### src/hw/rtl/gdcr_pkg.sv
// shared types and constants for the column raycaster
package gdcr_pkg;

	localparam int unsigned NUM_REGS = 7;
	localparam logic [2:0] REG_POS_X   = 3'd0;
	localparam logic [2:0] REG_POS_Y   = 3'd1;
	localparam logic [2:0] REG_DIR_X   = 3'd2;
	localparam logic [2:0] REG_DIR_Y   = 3'd3;
	localparam logic [2:0] REG_PLANE_X = 3'd4;
	localparam logic [2:0] REG_PLANE_Y = 3'd5;
	localparam logic [2:0] REG_PITCH   = 3'd6;

	localparam logic [23:0] HALF_MASK = 24'h7F7F7F;
	localparam logic [7:0]  CH_SCALE  = 8'd85;
	localparam logic [7:0]  MASK_R    = 8'h30;
	localparam logic [7:0]  MASK_G    = 8'h0C;
	localparam logic [7:0]  MASK_B    = 8'h03;

	typedef struct packed {
		logic       req_type;
		logic [3:0] tile_row;
		logic [3:0] tile_col;
		logic [7:0] tile_value;
		logic [8:0] column;
	} req_t;

	typedef struct packed {
		logic [8:0]  out_column;
		logic        hit;
		logic        side;
		logic [7:0]  draw_start;
		logic [7:0]  draw_end;
		logic [23:0] color;
	} rsp_t;

	typedef struct packed {
		logic [19:0]        pos_x;
		logic [19:0]        pos_y;
		logic signed [17:0] dir_x;
		logic signed [17:0] dir_y;
		logic signed [18:0] plane_x;
		logic signed [18:0] plane_y;
		logic signed [8:0]  view_pitch;
	} cfg_t;

	// divider handshake between sequencer and divider
	typedef struct packed {
		logic        start;
		logic [63:0] num;
		logic [63:0] den;
	} div_req_t;

	typedef struct packed {
		logic        done;
		logic [63:0] quo;
	} div_rsp_t;

	typedef enum logic [3:0] {
		ST_IDLE, ST_CAM, ST_RAY, ST_RDX, ST_RDY, ST_SIDE0, ST_SIDE1,
		ST_WALK, ST_READ, ST_TEST, ST_LINE, ST_SPAN, ST_OUT
	} state_t;

	function automatic logic [23:0] tile_color(input logic [7:0] t);
		logic [15:0] r, g, b;
		r = 16'((t & MASK_R) >> 4) * 16'(CH_SCALE);
		g = 16'((t & MASK_G) >> 2) * 16'(CH_SCALE);
		b = 16'(t & MASK_B) * 16'(CH_SCALE);
		return {r[7:0], g[7:0], b[7:0]};
	endfunction

endpackage

### src/hw/rtl/gdcr_tile_mem.sv
// tile store: synchronous memory with one write and one read port, with valid bits for reset
module gdcr_tile_mem #(
	parameter int unsigned DEPTH = 256,
	parameter int unsigned AW    = 8
) (
	input  logic          clk,
	input  logic          arst_n,
	input  logic          we,
	input  logic [AW-1:0] waddr,
	input  logic [7:0]    wdata,
	input  logic [AW-1:0] raddr,
	output logic [7:0]    rdata
);
	import gdcr_pkg::*;

	logic [7:0]       mem [DEPTH];
	logic [DEPTH-1:0] valid_q;
	logic [7:0]       rd_q;
	logic             rv_q;

	// storage
	always_ff @(posedge clk) begin
		if (we) mem[waddr] <= wdata;
		rd_q <= mem[raddr];
	end

	// valid bits clear the map at reset
	always_ff @(posedge clk or negedge arst_n) begin
		if (!arst_n) begin
			valid_q <= '0;
			rv_q    <= 1'b0;
		end else begin
			if (we) valid_q[waddr] <= 1'b1;
			rv_q <= valid_q[raddr];
		end
	end

	assign rdata = rv_q ? rd_q : 8'd0;
endmodule

### config.mk
export PLATFORM = sky130hd
export DESIGN_NAME = gdcr_tile_mem
export DESIGN_NICKNAME = d
export VERILOG_FILES = /design/src/hw/rtl/gdcr_pkg.sv /design/src/hw/rtl/gdcr_tile_mem.sv
export SDC_FILE = /design/constraint.sdc
export NUM_CORES = 2
export LEC_CHECK = 0
export ABC_AREA = 1
export BUFFER_PORTS_ARGS = -buffer_cell sky130_fd_sc_hd__buf_2
export CAP_MARGIN = 20
export CORE_MARGIN = 3
export CORE_UTILIZATION = 35
export DETAILED_ROUTE_END_ITERATION = 10
export PLACE_DENSITY = 0.49
export SETUP_SLACK_MARGIN = 0.3
export SYNTH_ARGS = -nofsm -noshare
export SYNTH_HDL_FRONTEND = slang
export SYNTH_SLANG_ARGS = --single-unit
### constraint.sdc
create_clock -name clk -period 1.2 [get_ports clk]
set_input_delay 0.12 -clock clk [delete_from_list [all_inputs] [get_ports clk]]
set_output_delay 0.12 -clock clk [all_outputs]
set_load 0.005 [all_outputs]
==> results.py <==
metrics = {
    "status": {
        "status": "complete, but fails checks",
        "failed_checks": "hold timing, setup timing",
    },
    "global_route": {
        "grt_pass1_vias": 63969,
        "use_met1_pct": 30.8,
        "gr-total-overflow": 0,
        "busiest_layer": "met2",
        "grt_pass1_wl_mm": 447,
        "antenna_found_initial": 14,
        "gr-usage-met2_pct": 34.4,
        "grt.met3_usage_pct": 2.81,
        "grt_use_total_pct": 21.7,
        "grt_max_degree": 74,
    },
    "die": {
        "start_util_pct": 35.2,
        "die_area_um2": 276000,
        "fp.coreArea_um2": 268000,
        "rows": 190,
        "ios": 35,
        "fp.dieH_um": 526,
        "die_w_um": 526,
    },
    "logic_synthesis": {
        "yosysTopAreaCellShare_pct": 65.1,
        "netlist_area_um2": 94500,
        "synthCells": 8101,
        "synth-warning-count": 0,
        "ys_types": 20,
        "ys_ff_latch": 2313,
        "yosys.area.top_type": "edfxtp_1",
        "yosysSeqAreaShare_pct": 72.1,
        "synth_nets": 8128,
        "avgSynthCellArea_um2": 11.7,
        "synth_area_leaders": "edfxtp_1, nand3_1, nand2_1, dfrtp_1, or2_2",
    },
    "clock_network": {
        "path_clk_slew_ns": 0.06,
        "clkLatencyLatePin_ns": 0.94,
        "root_buffer": "clkbuf_16",
        "cts_max_level": 5,
        "clkSinkCount": 2313,
        "clockBufferDepth": 4,
        "cts_tree": "yes",
        "numCtsBuffers": 274,
    },
    "layout": {
        "final_cell_mix": "nand2_1, edfxtp_1, nand3_1, buf_4, nand3_2",
        "n_fill_cell": 24244,
        "final_common_cell": "nand2_1",
        "multi_input_area_um2": 27900,
        "drive_gt1_share_pct": 26.3,
        "register_area_um2": 68100,
        "area_growth_pct": 28.4,
        "final_nets": 8907,
    },
    "critical_path": {
        "path_class": "register to output port",
        "cp_data_required_time_ns": 1.08,
        "slowest_delay_ns": 0.37,
        "ff2ff_path_depth": 10,
        "critical_path.max_fanout": 8,
        "r2r_setup_slack_ns": -0.31,
        "cp_slowest_cell": "dfrtp_2",
        "worstSetupEndpointType": "output port",
        "crit_chain": "buf_12, nand2_8, inv_4, buf_6",
        "setup.worst_path.start_class": "register",
        "cp.arrival_ns": 1.77,
    },
    "detailed_routing": {
        "drt-total-wl_mm": 307,
        "wire_per_inst_um": 24.2,
        "drtIter0Drc": 6594,
        "vias": 65546,
        "firstDrtPassIters": 7,
        "ant_nets": 0,
        "via_per_inst": 5.18,
        "drc_errors": 0,
    },
    "timing": {
        "fin_skew_ns": 0.106,
        "timing.hold.ws_ns": -0.0226,
        "rsz0062_at_grt": "yes",
        "slew_headroom_pct": 30.6,
        "setup_tns_ns": -27.45,
        "setup_viol": 138,
        "finalCritPeriodShare_pct": 157,
        "setup_ws_ns": -0.687,
        "slew_violations": 0,
        "final_hold_viol_count": 5,
        "fmax_mhz": 530,
        "tightest_slew_ns": 1.04,
        "period_needed_ns": 1.89,
    },
    "power": {
        "max-vdd-ir-drop_mv": 1.45,
        "powerDensity_nw_per_um2": 1520,
        "p_leak_nw": 45.5,
    },
    "placed_design": {
        "hpwl_mm": 201,
        "pre_cts_ws_ns": -1.51,
        "finalWeightedCongestion": 0.882,
        "numPortBuffers": 34,
    },
    "hold_path": {
        "hold_depth": 4,
        "holdCritPathClass": "input port to register",
    },
    "flow_run": {
        "maxCapViolations": 0,
    },
}
[critical path: cells and delay by family (launching register included)]
| family | cells | cell delay, ns |
|---|---|---|
| buffers and inverters | 3 | 0.39 |
| DFF | 1 | 0.37 |
| and+or+nand+nor | 1 | 0.11 |
[cell type report]
type / instances / area share [%]
inverter: 51 / 0.254
clock buffer: 369 / 6.17
tap: 3552 / 3.66
clock inverter: 108 / 0.804
antenna: 11 / 0.0227
timing repair buffer: 1041 / 10.0
sequential: 2313 / 56.1
multi-input combinational: 5199 / 23.0
[per-stage QoR]
| step | cells | util, % | cell area, µm² | power (mW) |
|---|---|---|---|---|
| 3_3_place_gp | 12121 | 40.4 | 108000 | 105 |
| 5_1_grt | 12640 | 45.2 | 121000 | 190 |
| 6_report | 12644 | 45.2 | 121000 | 184 |
| 4_1_cts | 12619 | 44.7 | 120000 | 186 |
| 2_1_floorplan | 8101 | - | 96000 | 97.1 |
| 3_5_place_dp | 12121 | 40.4 | 108000 | 105 |
[what timing repair did]
| item | in CTS | in global routing |
|---|---|---|
| pin swaps | 169 | 139 |
| buffers inserted | 7 | 5 |
| resized for setup | 552 | 244 |
| cloned | 0 | 6 |
| hold buffers | 14 | 4 |
| endpoints found under the setup margin | 215 | 676 |
| hold endpoints to repair | 2371 | 130 |
[cells in the mapped netlist (all sizes together)]
cell / count
a21oi: 4
buf: 461
clkbuf: 78
clkinv: 3
dfrtp: 257
dfxtp: 8
edfxtp: 2048
inv: 48
nand2: 2384
nand3: 2267
nor2: 283
o21ai: 8
or2: 252
[logic make-up (layout without fill, tap and decap cells)]
family | count (synthesis) | after routing | share of synthesized area (%)
simple gates | 5186 | 5187 | 24.3
flops | 2313 | 2313 | 72.1
buf+inv | 590 | 1569 | 3.60
compound gates | 12 | 12 | 0.0636
other cells | 0 | 11 | 0
[routing by layer]
layer	routed length, µm	share of wire (%)	up-vias
li1	-	-	30087
met1	136000	44	32930
met2	144000	47	2054
met3	17000	5.5	475
met4	9980	3.3	0
met5	0	0	-
[power breakdown]
group | total (mW) | switching (mW) | internal (mW)
clock | 79.6 | 32.4 | 47.2
combinational | 15.8 | 10.1 | 5.65
sequential | 89.0 | 0.457 | 88.5
[state kept, by name (all words and copies together), names as in the netlist]
signal / count
mem: 2048
rd_q: 8
rv_q: 1
valid_q: 256
[final timing paths]
check | startpoint | end
worst max-delay path | rv_q | rdata[0]
worst min-delay path | we | mem[210][1]
worst max register to register | mem[113][6] | rd_q[6]
worst min register to register | valid_q[78] | valid_q[78]
max in group asynchronous | arst_n | valid_q[50]
min in group asynchronous | arst_n | valid_q[228]
(Power assumes the default switching activity.)
