==> config.mk <==
export PLATFORM = sky130hd
export DESIGN_NAME = gdcr_divider
export DESIGN_NICKNAME = d
export VERILOG_FILES = /design/src/hw/rtl/gdcr_pkg.sv /design/src/hw/rtl/gdcr_divider.sv
export SDC_FILE = /design/constraint.sdc
export NUM_CORES = 1
export LEC_CHECK = 0
export ABC_AREA = 1
export BUFFER_PORTS_ARGS = -buffer_cell sky130_fd_sc_hd__buf_2
export CAP_MARGIN = 20
export CORE_UTILIZATION = 40
export CTS_CLUSTER_SIZE = 28
export DETAILED_ROUTE_END_ITERATION = 16
export MAX_ROUTING_LAYER = met4
export PLACE_DENSITY = 0.72
export RECOVER_POWER = 25
export SETUP_SLACK_MARGIN = 0.5
export SYNTH_ARGS = -nofsm -noshare
export SYNTH_HDL_FRONTEND = slang
export SYNTH_SLANG_ARGS = --single-unit
==> constraint.sdc <==
create_clock -name clk -period 3.8 [get_ports clk]
set_clock_uncertainty 0.2 [all_clocks]
set_input_delay 0.57 -clock clk [delete_from_list [all_inputs] [get_ports clk]]
set_output_delay 0.57 -clock clk [all_outputs]
set_load 0.05 [all_outputs]
==> src/hw/rtl/gdcr_pkg.sv <==
// shared types and constants for the column raycaster
package gdcr_pkg;

	localparam int unsigned NUM_REGS = 7;
	localparam logic [2:0] REG_POS_X   = 3'd0;
	localparam logic [2:0] REG_POS_Y   = 3'd1;
	localparam logic [2:0] REG_DIR_X   = 3'd2;
	localparam logic [2:0] REG_DIR_Y   = 3'd3;
	localparam logic [2:0] REG_PLANE_X = 3'd4;
	localparam logic [2:0] REG_PLANE_Y = 3'd5;
	localparam logic [2:0] REG_PITCH   = 3'd6;

	localparam logic [23:0] HALF_MASK = 24'h7F7F7F;
	localparam logic [7:0]  CH_SCALE  = 8'd85;
	localparam logic [7:0]  MASK_R    = 8'h30;
	localparam logic [7:0]  MASK_G    = 8'h0C;
	localparam logic [7:0]  MASK_B    = 8'h03;

	typedef struct packed {
		logic       req_type;
		logic [3:0] tile_row;
		logic [3:0] tile_col;
		logic [7:0] tile_value;
		logic [8:0] column;
	} req_t;

	typedef struct packed {
		logic [8:0]  out_column;
		logic        hit;
		logic        side;
		logic [7:0]  draw_start;
		logic [7:0]  draw_end;
		logic [23:0] color;
	} rsp_t;

	typedef struct packed {
		logic [19:0]        pos_x;
		logic [19:0]        pos_y;
		logic signed [17:0] dir_x;
		logic signed [17:0] dir_y;
		logic signed [18:0] plane_x;
		logic signed [18:0] plane_y;
		logic signed [8:0]  view_pitch;
	} cfg_t;

	// divider handshake between sequencer and divider
	typedef struct packed {
		logic        start;
		logic [63:0] num;
		logic [63:0] den;
	} div_req_t;

	typedef struct packed {
		logic        done;
		logic [63:0] quo;
	} div_rsp_t;

	typedef enum logic [3:0] {
		ST_IDLE, ST_CAM, ST_RAY, ST_RDX, ST_RDY, ST_SIDE0, ST_SIDE1,
		ST_WALK, ST_READ, ST_TEST, ST_LINE, ST_SPAN, ST_OUT
	} state_t;

	function automatic logic [23:0] tile_color(input logic [7:0] t);
		logic [15:0] r, g, b;
		r = 16'((t & MASK_R) >> 4) * 16'(CH_SCALE);
		g = 16'((t & MASK_G) >> 2) * 16'(CH_SCALE);
		b = 16'(t & MASK_B) * 16'(CH_SCALE);
		return {r[7:0], g[7:0], b[7:0]};
	endfunction

endpackage

==> src/hw/rtl/gdcr_divider.sv <==
// restoring divider, one quotient bit per cycle, 64 by 64 bits
module gdcr_divider (
	input  logic              clk,
	input  logic              arst_n,
	input  gdcr_pkg::div_req_t dreq,
	output gdcr_pkg::div_rsp_t drsp
);
	import gdcr_pkg::*;

	logic [63:0] rem_q, quo_q, den_q;
	logic [6:0]  cnt_q;
	logic        busy_q, done_q;
	logic [64:0] trial;

	assign trial = {rem_q, quo_q[63]} - {1'b0, den_q};

	// shift and subtract
	always_ff @(posedge clk or negedge arst_n) begin
		if (!arst_n) begin
			busy_q <= 1'b0;
			done_q <= 1'b0;
			cnt_q  <= '0;
		end else begin
			done_q <= 1'b0;
			if (dreq.start) begin
				busy_q <= 1'b1;
				cnt_q  <= 7'd0;
				rem_q  <= '0;
				quo_q  <= dreq.num;
				den_q  <= dreq.den;
			end else if (busy_q) begin
				if (!trial[64]) begin
					rem_q <= trial[63:0];
					quo_q <= {quo_q[62:0], 1'b1};
				end else begin
					rem_q <= {rem_q[62:0], quo_q[63]};
					quo_q <= {quo_q[62:0], 1'b0};
				end
				cnt_q <= cnt_q + 7'd1;
				if (cnt_q == 7'd63) begin
					busy_q <= 1'b0;
					done_q <= 1'b1;
				end
			end
		end
	end

	assign drsp.done = done_q;
	assign drsp.quo  = quo_q;
endmodule

==> results by group, run 1 <==
Power
  – Sw power: 3.39 mW
  – Lkg Pwr: 10.1 nW
  – Total internal power: 5.14 mW
  – Clock share of power: 0.267
  – Register share of total power: 0.336
  – Sw Share: 0.398
  – Logic pwr share: 0.397
  – Power per cell area: 464 nW/um^2
  – Peak supply drop: 0.289 mV

Synth
  – Number of synthesized register bits: 201
  – Syn avg cell area: 6.69 sq um
  – Asr flop ratio synth: 0.0448
  – Netlist Area Pre-Place: 15300 sq um
  – Synth Flop Type: edfxtp_1
  – Largest area contributor in the netlist: edfxtp_1
  – Yosys cell types: 34
  – Sequential fraction of the synthesis area: 0.390
  – Post-synth EDFFs: 192
  – Most frequent cell after synthesis: nand2_1
  – Syn nets: 2489
  – Synth cell count leaders: nand2_1 (1044), inv_1 (489), edfxtp_1 (192), nand3_1 (106), nor2_1 (105)
  – Yosys top cell area share: 0.376
  – Cells after synthesis: 2292
  – Top cells by area, synth: edfxtp_1 (38%), nand2_1 (26%), inv_1 (12%)
  – Synth Warn #: 0

Status
  – Failing checks: max-capacitance violations, max-slew violations
  – Status: finished with violations

Critical path
  – Critical Path AT: 3.21 ns
  – Crit path cell chain: clkbuf_1 -> inv_1 -> nor2_4 -> buf_12
  – Endpoint type of the worst setup path: flip-flop
  – CP startpoint kind: input port
  – Cell family with the largest share of critical-path delay: buffers and inverters
  – Worst-path fanout max: 64
  – Critical path class: input port to flip-flop
  – Largest stage delay on the critical path: 1.77 ns
  – Worst-path cell with the longest stage delay: clkbuf_1
  – Buf/Inv on CP: 3
  – Critical Path RT: 3.82 ns

Finish
  – Synth-to-Final Area Change: 19.8%
  – Nets: 2745
  – N_diodes: 0
  – Post-Layout Cell Count: 3077
  – Ratio of cells with drive above 1 in the final layout: 0.133
  – Final Util: 0.488

Timing
  – Max Slew Vio Count: 38
  – Fin crit period: 3.20 ns
  – Final setup fails: 0
  – Maximum clock rate: 313 MHz
  – Fin. Hold Viols: 0
  – Pin slew with the least headroom to its limit: 2.54 ns
  – Setup TNS: 0 ns
  – Final worst slack: 0.604 ns
  – Unrepaired setup endpoints after global routing: no
  – Tcrit/Tclk final: 0.841
  – Rel. slew slack: -0.696

Global routing
  – GR Util All Layers: 0.247
  – First-pass GRT wire length: 73000 um
  – Largest net degree at the start of global routing: 65
  – Initial antenna violation count: 0
  – Gr ovfl total: 0
  – Number of global-route vias before repair: 13900

Route
  – Vias per cell: 4.68
  – # DRC: 0
  – Antenna-violating nets left: 0
  – Via count: 14400
  – WL final: 47000 um
  – Initial DRC Count: 969
  – Routed wire per std cell: 15.3 um
  – First-pass iteration count of the detailed router: 5

Flow run
  – Max Cap Violations: 1

Placement
  – Cells after DPL: 2966
  – I/O Buffers: 195
  – Post-DP HPWL: 35900 um
  – Pre-CTS setup slack: 0.512 ns
  – Routability cong.: 1.04

Clocking
  – Clock-pin slew on the worst setup and hold paths: 0.06 ns
  – Root Buffer: clkbuf_16
  – Worst skew pair latency: 0.55 ns
  – Clock buffer depth: 3
  – Setup bufs post-CTS: 0
  – # H-tree levels: 1
  – CTS Buf Count: 24
  – CTS tree: yes
  – Clock sink total: 201

Worst hold path
  – Worst hold path type: input port to flip-flop

Floorplanning
  – Initial core utilization: 0.407
  – Die area: 39100 sq um
  – Core area: 37700 sq um
  – Row cnt: 71
  – Die H: 198 um
  – I/O Pins: 196
  – Die Width: 198 um
[cell usage in the layout, fill, tap and decap left out, drive strengths merged, types with 17 or more instances in the layout]
master       synthesis  final
nor2               115    115
nor3                17     17
xnor2               26     26
edfxtp             192    192
a21oi               52     52
dlygate4sd3          0     63
buf                 20    202
inv                498    498
ha                  65     65
clkbuf              23     36
o21ai               19     19
nand3              134    134
nand2             1089   1089
[layer usage]
metal | vias up | GRT usage | routed length, um
met3 | 67 | 0.0399 | 3230
li1 | 7428 | - | -
met2 | 493 | 0.399 | 21200
met5 | - | - | 0
met1 | 6407 | 0.319 | 21200
met4 | 0 | 0.0709 | 1360
[cells by family after synthesis]
logic type                 share of synthesized area
AOI/OAI and AO/OA                             0.0241
xor gates and xnor gates                      0.0183
adders and majority gates                     0.0543
buffers and inverters                          0.140
DFF                                            0.390
and+or+nand+nor                                0.373
[sequential cells by signal, summed over array words and instances (netlist names)]
name,count
den_q,64
quo_q,64
rem_q,64
cnt_q,7
busy_q,1
done_q,1
[worst paths after layout]
| check | start | to | slack, ns | cells past startpoint |
|---|---|---|---|---|
| min | dreq[48] | den_q[48] | 0.08 | 1 |
| min in group asynchronous | arst_n | cnt_q[2] | 1.90 | 2 |
| max in group asynchronous | arst_n | cnt_q[3] | 1.08 | 2 |
| max reg2reg | quo_q[63] | rem_q[28] | 0.66 | 20 |
| min reg2reg | cnt_q[6] | done_q | 0.29 | 1 |
| max | arst_n | quo_q[0] | 0.60 | 4 |
[power by group through the flow]
| stage | clock network (mW) | logic [mW] | registers (mW) |
|---|---|---|---|
| after floorplan | 0 | 2.21 | 3.04 |
| after global placement | 0 | 3.14 | 2.90 |
| after detailed placement | 0 | 3.18 | 2.90 |
| after CTS | 2.35 | 3.24 | 2.86 |
| after global routing | 2.41 | 3.79 | 2.89 |
| final | 2.28 | 3.39 | 2.86 |
[stage by stage]
| step | area, sq um | hold WS (ns) | total power, mW |
|---|---|---|---|
| final | 18400 | 0.0791 | 8.53 |
| after global routing | 18400 | 0.0720 | 9.09 |
| after CTS | 18300 | 0.0193 | 8.45 |
| after detailed placement | 16900 | 0.299 | 6.08 |
| after global placement | 16900 | 0.292 | 6.04 |
| after floorplan | 15400 | 0.0744 | 5.25 |
[area by class of cell]
type / count / area (sq um)
clock buffer: 28 / 616
clock inverter: 16 / 153
fill: 3922 / 19300
inverter: 501 / 1880
multi-input combinational: 1547 / 7250
sequential: 201 / 5990
tap: 511 / 639
timing repair buffer: 273 / 1850
[repair_timing]
action                                 4_1_cts  5_1_grt
resized for setup                            0       11
endpoints found under the hold margin       63        0
hold buffers                                63        0
setup endpoints to repair                    0       64
[worst register-to-register path, stage by stage (launching register included)]
cell and delay [ns]:
edfxtp_1 0.35, inv_1 0.06, ha_1 0.24, fa_2 0.37, inv_1 0.10, nand2_1 0.06, nand2_1 0.07, nand3_1 0.08
nand2_2 0.13, nand2_1 0.07, nand2_2 0.11, nand2_2 0.07, nand2_2 0.10, nand2_2 0.09, nand2_2 0.10, nand2_1 0.09
nand2_4 0.14, buf_12 0.20, nand2_1 0.12, nand3_2 0.08, nand2_1 0.06
Power figures use the tool's default switching activity.
==> inputs of run 2 (changes only) <==
- ABC_AREA: 1 -> 0
- PLACE_DENSITY: 0.72 -> 0.73
- clock period: 3.8 -> 2.6 ns (I/O delays scaled with it)
==> results by group, run 2 <==
Status
  – Failing checks: max-capacitance violations, max-slew violations, negative setup slack
  – Status: finished with violations

Synth
  – Synth cell count leaders: edfxtp_1 (192), nor2_1 (114), a21oi_1 (94), nand2_1 (88), inv_1 (82)
  – Top cells by area, synth: edfxtp_1 (45%), ha_1 (6.4%), mux2_2 (5.7%)
  – Largest area contributor in the netlist: edfxtp_1
  – Syn avg cell area: 10.5 sq um
  – Yosys top cell area share: 0.452
  – Most frequent cell after synthesis: edfxtp_1
  – Synth Flop Type: edfxtp_1
  – Cells after synthesis: 1213
  – Syn nets: 1410
  – Number of synthesized register bits: 201
  – Sequential fraction of the synthesis area: 0.470
  – Asr flop ratio synth: 0.0448
  – Yosys cell types: 75
  – Post-synth EDFFs: 192
  – Netlist Area Pre-Place: 12800 sq um
  – Synth Warn #: 0

Clocking
  – # H-tree levels: 1
  – CTS Buf Count: 25
  – Clock sink total: 201
  – Clock buffer depth: 3
  – Worst skew pair latency: 0.55 ns
  – Root Buffer: clkbuf_16
  – CTS tree: yes
  – Clock-pin slew on the worst setup and hold paths: 0.07 ns

Critical path
  – RR Endpoint: rem_q[63]
  – R2R Setup Slk: -0.91 ns
  – CP startpoint kind: flip-flop
  – Worst R2R Path Depth: 10
  – Endpoint type of the worst setup path: flip-flop
  – Critical Path AT: 3.70 ns
  – FF-to-FF Start: rem_q[30]
  – Critical path class: flip-flop to flip-flop
  – Worst setup startpoint: rem_q[30]
  – Worst-path fanout max: 3
  – Critical Path RT: 2.79 ns

Timing
  – Rel. slew slack: -0.0319
  – Fin crit period: 3.51 ns
  – Tcrit/Tclk final: 1.35
  – Max Slew Vio Count: 64
  – Maximum clock rate: 285 MHz
  – Final setup fails: 65
  – Pin slew with the least headroom to its limit: 1.55 ns
  – Unrepaired setup endpoints after global routing: yes
  – Fin. Hold Viols: 0
  – Final worst slack: -0.905 ns

Placement
  – Cells after DPL: 2092
  – Post-DP HPWL: 27000 um
  – Routability cong.: 0.933
  – I/O Buffers: 195

Floorplanning
  – Die area: 32600 sq um
  – Core area: 31500 sq um
  – I/O Pins: 196
  – Initial core utilization: 0.405
  – Die Width: 181 um
  – Die H: 181 um
  – Row cnt: 65

Finish
  – N_diodes: 0
  – Synth-to-Final Area Change: 53.3%
  – Final Util: 0.621
  – Nets: 2064
  – Most frequent cells in the layout: buf_4 (347), edfxtp_1 (192), buf_2 (188)
  – Ratio of cells with drive above 1 in the final layout: 0.408
  – Most common cell after layout, fill and taps aside: buf_4
  – Largest regs: den_q x64, quo_q x64, rem_q x64
  – Post-Layout Cell Count: 2288

Route
  – Max Used Layer: met4
  – Met2 wire len: 19700 um
  – Vias per cell: 5.30
  – WL final: 40300 um
  – Initial DRC Count: 656
  – # DRC: 0
  – M1 WL: 17400 um
  – Routed wire per std cell: 17.6 um
  – Met3 Wirelength: 2190 um
  – First-pass iteration count of the detailed router: 5
  – Via count: 12100
  – Antenna-violating nets left: 0

Power
  – Power per cell area: 704 nW/um^2
  – Peak supply drop: 0.467 mV
  – Total power: 13.8 mW
  – Lkg Pwr: 8.47 nW

Global routing
  – Number of global-route vias before repair: 12300
  – Largest net degree at the start of global routing: 122
  – Gr ovfl total: 0
  – First-pass GRT wire length: 62500 um
  – GR Util All Layers: 0.243
  – Initial antenna violation count: 0

Worst hold path
  – WHS Endpoint: quo_q[34]
  – Worst hold path type: input port to flip-flop
  – Hold Startpoint: dreq[98]
  – Hold depth: 2

Flow run
  – Max Cap Violations: 1
run 2: cell types whose count changed after synthesis, sizes merged, moves of 14 or more:
cell,delta
clkbuf,+22
mux2i,+43
nand2,-1001
a211oi,+43
o21bai,+14
a21oi,+43
a21o,+28
xor2,+15
nand3,-121
a311oi,+14
o21ai,+44
inv,-416
mux2,+68
o211ai,+15
run 2: worst max-delay path, cell delays in order (launching register included):
cell and delay, ns:
edfxtp_1 0.39, ha_1 0.34, nand4_1 0.23, nor4b_4 0.40, o41ai_4 0.18, or3_4 0.36, o2111a_2 0.29, o31ai_4 0.28
a311oi_1 0.15, or4_1 0.44, o211ai_1 0.12
run 2: worst max-delay path by stage:
| stage | slack (ns) | endpoint |
|---|---|---|
| global route | -1.00 | rem_q[63] |
| global placement | -0.83 | rem_q[0] |
| finish | -0.91 | rem_q[63] |
| detailed placement | -0.99 | rem_q[58] |
| floorplan | -1.02 | rem_q[57] |
| CTS | -0.88 | rem_q[57] |
run 2: layout make-up:
| cell class | count | area [sq um] |
|---|---|---|
| timing repair buffer | 690 | 5210 |
| sequential | 201 | 5990 |
| clock inverter | 18 | 140 |
| fill | 2462 | 11900 |
| multi-input combinational | 866 | 6760 |
| clock buffer | 28 | 637 |
| inverter | 83 | 312 |
| tap | 402 | 503 |
run 2: repair_timing:
item,4_1_cts,5_1_grt
buffers inserted,11,8
hold buffers,128,0
endpoints found under the hold margin,136,0
endpoints found under the setup margin,65,129
pin swaps,19,25
gates resized for setup,45,66
gates cloned,2,1
run 2: cells by family (layout without fill, tap and decap cells):
logic type | count (synthesis) | in the layout | synth area share
XOR/XNOR | 60 | 60 | 0.0412
multiplexers | 111 | 111 | 0.0941
flip-flops | 201 | 201 | 0.470
buffers and inverters | 146 | 819 | 0.0475
AO/OA/AOI/OAI | 331 | 331 | 0.173
adder cells (fa/ha/maj) | 66 | 66 | 0.0653
AND/OR/NAND/NOR | 298 | 298 | 0.109
run 2: metrics by stage:
stage | worst slack (ns) | hold WS [ns] | cell area, sq um | TNS, ns
floorplan | -1.02 | -0.106 | 12800 | -59.45
global placement | -0.835 | 0.331 | 16700 | -49.52
detailed placement | -0.991 | 0.342 | 16700 | -53.73
CTS | -0.877 | 0.0186 | 19200 | -52.20
global route | -1.00 | 0.0174 | 19600 | -59.52
finish | -0.905 | 0.0324 | 19600 | -51.37
run 2: report_power, final:
part | internal, mW | switching, mW | total, mW
Sequential | 3.98 | 0.202 | 4.18
Combinational | 3.19 | 3.03 | 6.22
Clock | 1.95 | 1.41 | 3.37
run 2: per-layer routing:
metal,vias to the layer above,track usage
li1,5821,-
met1,5815,0.302
met2,428,0.417
met3,64,0.0335
met5,-,-
met4,0,0.0622
==> inputs of run 3 (changes only) <==
- PLACE_DENSITY: 0.73 -> 0.61
==> results by group, run 3 (synthesis gave the netlist of run 2 again) <==
Clocking
  – Clock buffer depth: 3
  – CTS Buf Count: 25
  – # H-tree levels: 1
  – Root Buffer: clkbuf_16
  – Worst skew pair latency: 0.56 ns
  – Clock sink total: 201
  – CTS tree: yes
  – Clock-pin slew on the worst setup and hold paths: 0.06 ns

Placement
  – Placed cell areas: 16700 sq um
  – Post-DP HPWL: 27000 um
  – Cells after DPL: 2097
  – I/O Buffers: 195
  – Routability cong.: 0.930

Route
  – # DRC: 0
  – Initial DRC Count: 664
  – First-pass iteration count of the detailed router: 5
  – Via count: 12000
  – Routed wire per std cell: 17.6 um
  – Antenna-violating nets left: 0
  – WL final: 40500 um
  – Vias per cell: 5.21

Critical path
  – R2R Setup Slk: -0.99 ns
  – Crit-path most repeated cell: buf_6
  – Critical Path AT: 3.69 ns
  – Critical Path RT: 2.69 ns
  – RR Endpoint: rem_q[61]
  – Crit path cell chain: ha_4 -> fa_2 -> nand2b_4 -> a211o_1 -> nand4b_1 -> a41oi_2 -> a21oi_2 -> mux2i_4 -> buf_12 -> nor2_4 -> buf_6 -> buf_4 -> buf_6 -> nor2b_2 -> o21ai_1 -> o211ai_1
  – Endpoint type of the worst setup path: flip-flop
  – Worst-path fanout max: 5
  – Critical path class: flip-flop to flip-flop
  – Worst-path cell with the longest stage delay: edfxtp_1
  – CP startpoint kind: flip-flop
  – FF-to-FF Start: den_q[0]
  – Worst R2R Path Depth: 16
  – Largest stage delay on the critical path: 0.43 ns

Finish
  – Fillers: 2536
  – Most frequent cells in the layout: buf_4 (346), edfxtp_1 (192), buf_2 (190)
  – Storage cell area: 5990 sq um
  – N_diodes: 0
  – Post-Layout Cell Count: 2298
  – Most common cell after layout, fill and taps aside: buf_4
  – Largest regs: den_q x64, quo_q x64, rem_q x64
  – Synth-to-Final Area Change: 54.8%
  – Nets: 2076
  – Ratio of cells with drive above 1 in the final layout: 0.410
  – Final Util: 0.628
  – Final instance area: 19800 sq um
  – Multi-input gate area: 6760 sq um

Power
  – Power per cell area: 715 nW/um^2
  – Lkg Pwr: 8.55 nW
  – Peak supply drop: 0.511 mV
  – Total power: 14.1 mW

Global routing
  – GR Util All Layers: 0.241
  – Initial antenna violation count: 0
  – Gr ovfl total: 0
  – First-pass GRT wire length: 61400 um
  – Largest net degree at the start of global routing: 104
  – Number of global-route vias before repair: 12000

Flow run
  – Max Cap Violations: 1

Timing
  – Tcrit/Tclk final: 1.38
  – Pin slew with the least headroom to its limit: 1.66 ns
  – Fin. Hold Viols: 0
  – Setup TNS: -88.87 ns
  – Max Slew Vio Count: 62
  – Final worst slack: -0.994 ns
  – Fin crit period: 3.59 ns
  – Rel. slew slack: -0.108
  – Final setup fails: 126
  – Unrepaired setup endpoints after global routing: yes
  – Maximum clock rate: 278 MHz

Status
  – Failing checks: max-capacitance violations, max-slew violations, negative setup slack
  – Status: finished with violations

Worst hold path
  – Worst hold path type: input port to flip-flop
  – Hold depth: 2
  – Hold Startpoint: dreq[128]
  – WHS Endpoint: rem_q[31]

Floorplanning
  – Die area: 32600 sq um
  – Die H: 181 um
  – Core area: 31500 sq um
  – Die Width: 181 um
  – I/O Pins: 196
  – Initial core utilization: 0.405
  – Row cnt: 65
## run 3: cell types whose count changed in the layout (fill, tap and decap cells not counted), moves of 4 or more
cell / previous run / this run
o21ai_1: 8 / 18
o21ai_0: 53 / 44
a21oi_1: 75 / 82
a21oi_2: 20 / 13
buf_6: 7 / 13
mux2i_1: 38 / 34
mux2i_2: 1 / 5
## run 3: how the worst max path moves through the flow
| stage | startpoint | to | slack (ns) | depth (start not counted) |
|---|---|---|---|---|
| CTS | quo_q[63] | rem_q[57] | -0.93 | 13 |
| detailed placement | rem_q[50] | rem_q[1] | -1.07 | 12 |
| finish | den_q[0] | rem_q[61] | -0.99 | 16 |
| global route | den_q[0] | rem_q[61] | -1.09 | 16 |
| floorplan | quo_q[63] | rem_q[57] | -1.02 | 13 |
| global placement | rem_q[50] | rem_q[5] | -0.92 | 12 |
## run 3: repair_timing
action,4_1_cts,5_1_grt
endpoints found under the hold margin,138,0
hold buffers,129,0
endpoints found under the setup margin,65,67
cloned,1,7
setup buffers,7,13
pin swaps,8,43
gates resized for setup,31,97
## run 3: final cells by class
class / instances / area share
clock buffers: 32 / 0.0330
repair buffers: 700 / 0.273
inverters: 83 / 0.0158
flip-flops and latches: 201 / 0.303
clock inverters: 12 / 0.00747
well taps: 402 / 0.0255
multi-input cells: 868 / 0.342
## run 3: per-layer routing
metal,up-vias,GRT usage,wire length (um)
met5,-,-,0
met4,0,0.0626,994
met3,54,0.0352,2040
met2,361,0.398,19200
met1,5706,0.310,18200
li1,5859,-,-
## run 3: report_power, final
group	total, mW	internal [mW]	switching, mW	leakage (nW)
Sequential	4.17	3.98	0.193	2.00
Clock	3.51	2.07	1.44	0.387
Combinational	6.44	3.34	3.10	6.16
Total	14.1	9.39	4.73	8.55
## run 3: metrics by stage
step                setup WS [ns]  hold WS (ns)
CTS                        -0.930        0.0789
global placement           -0.921         0.330
detailed placement          -1.07         0.347
floorplan                   -1.02        -0.106
finish                     -0.994        0.0951
global route                -1.09        0.0904
## run 3: worst max-delay path: cells and delay by family (launching register included)
family	cells	cell delay [ns]
compound gates	5	0.97
simple gates	4	0.57
fa+ha+maj	2	0.53
buf+inv	4	0.53
flops	1	0.43
mux	1	0.10
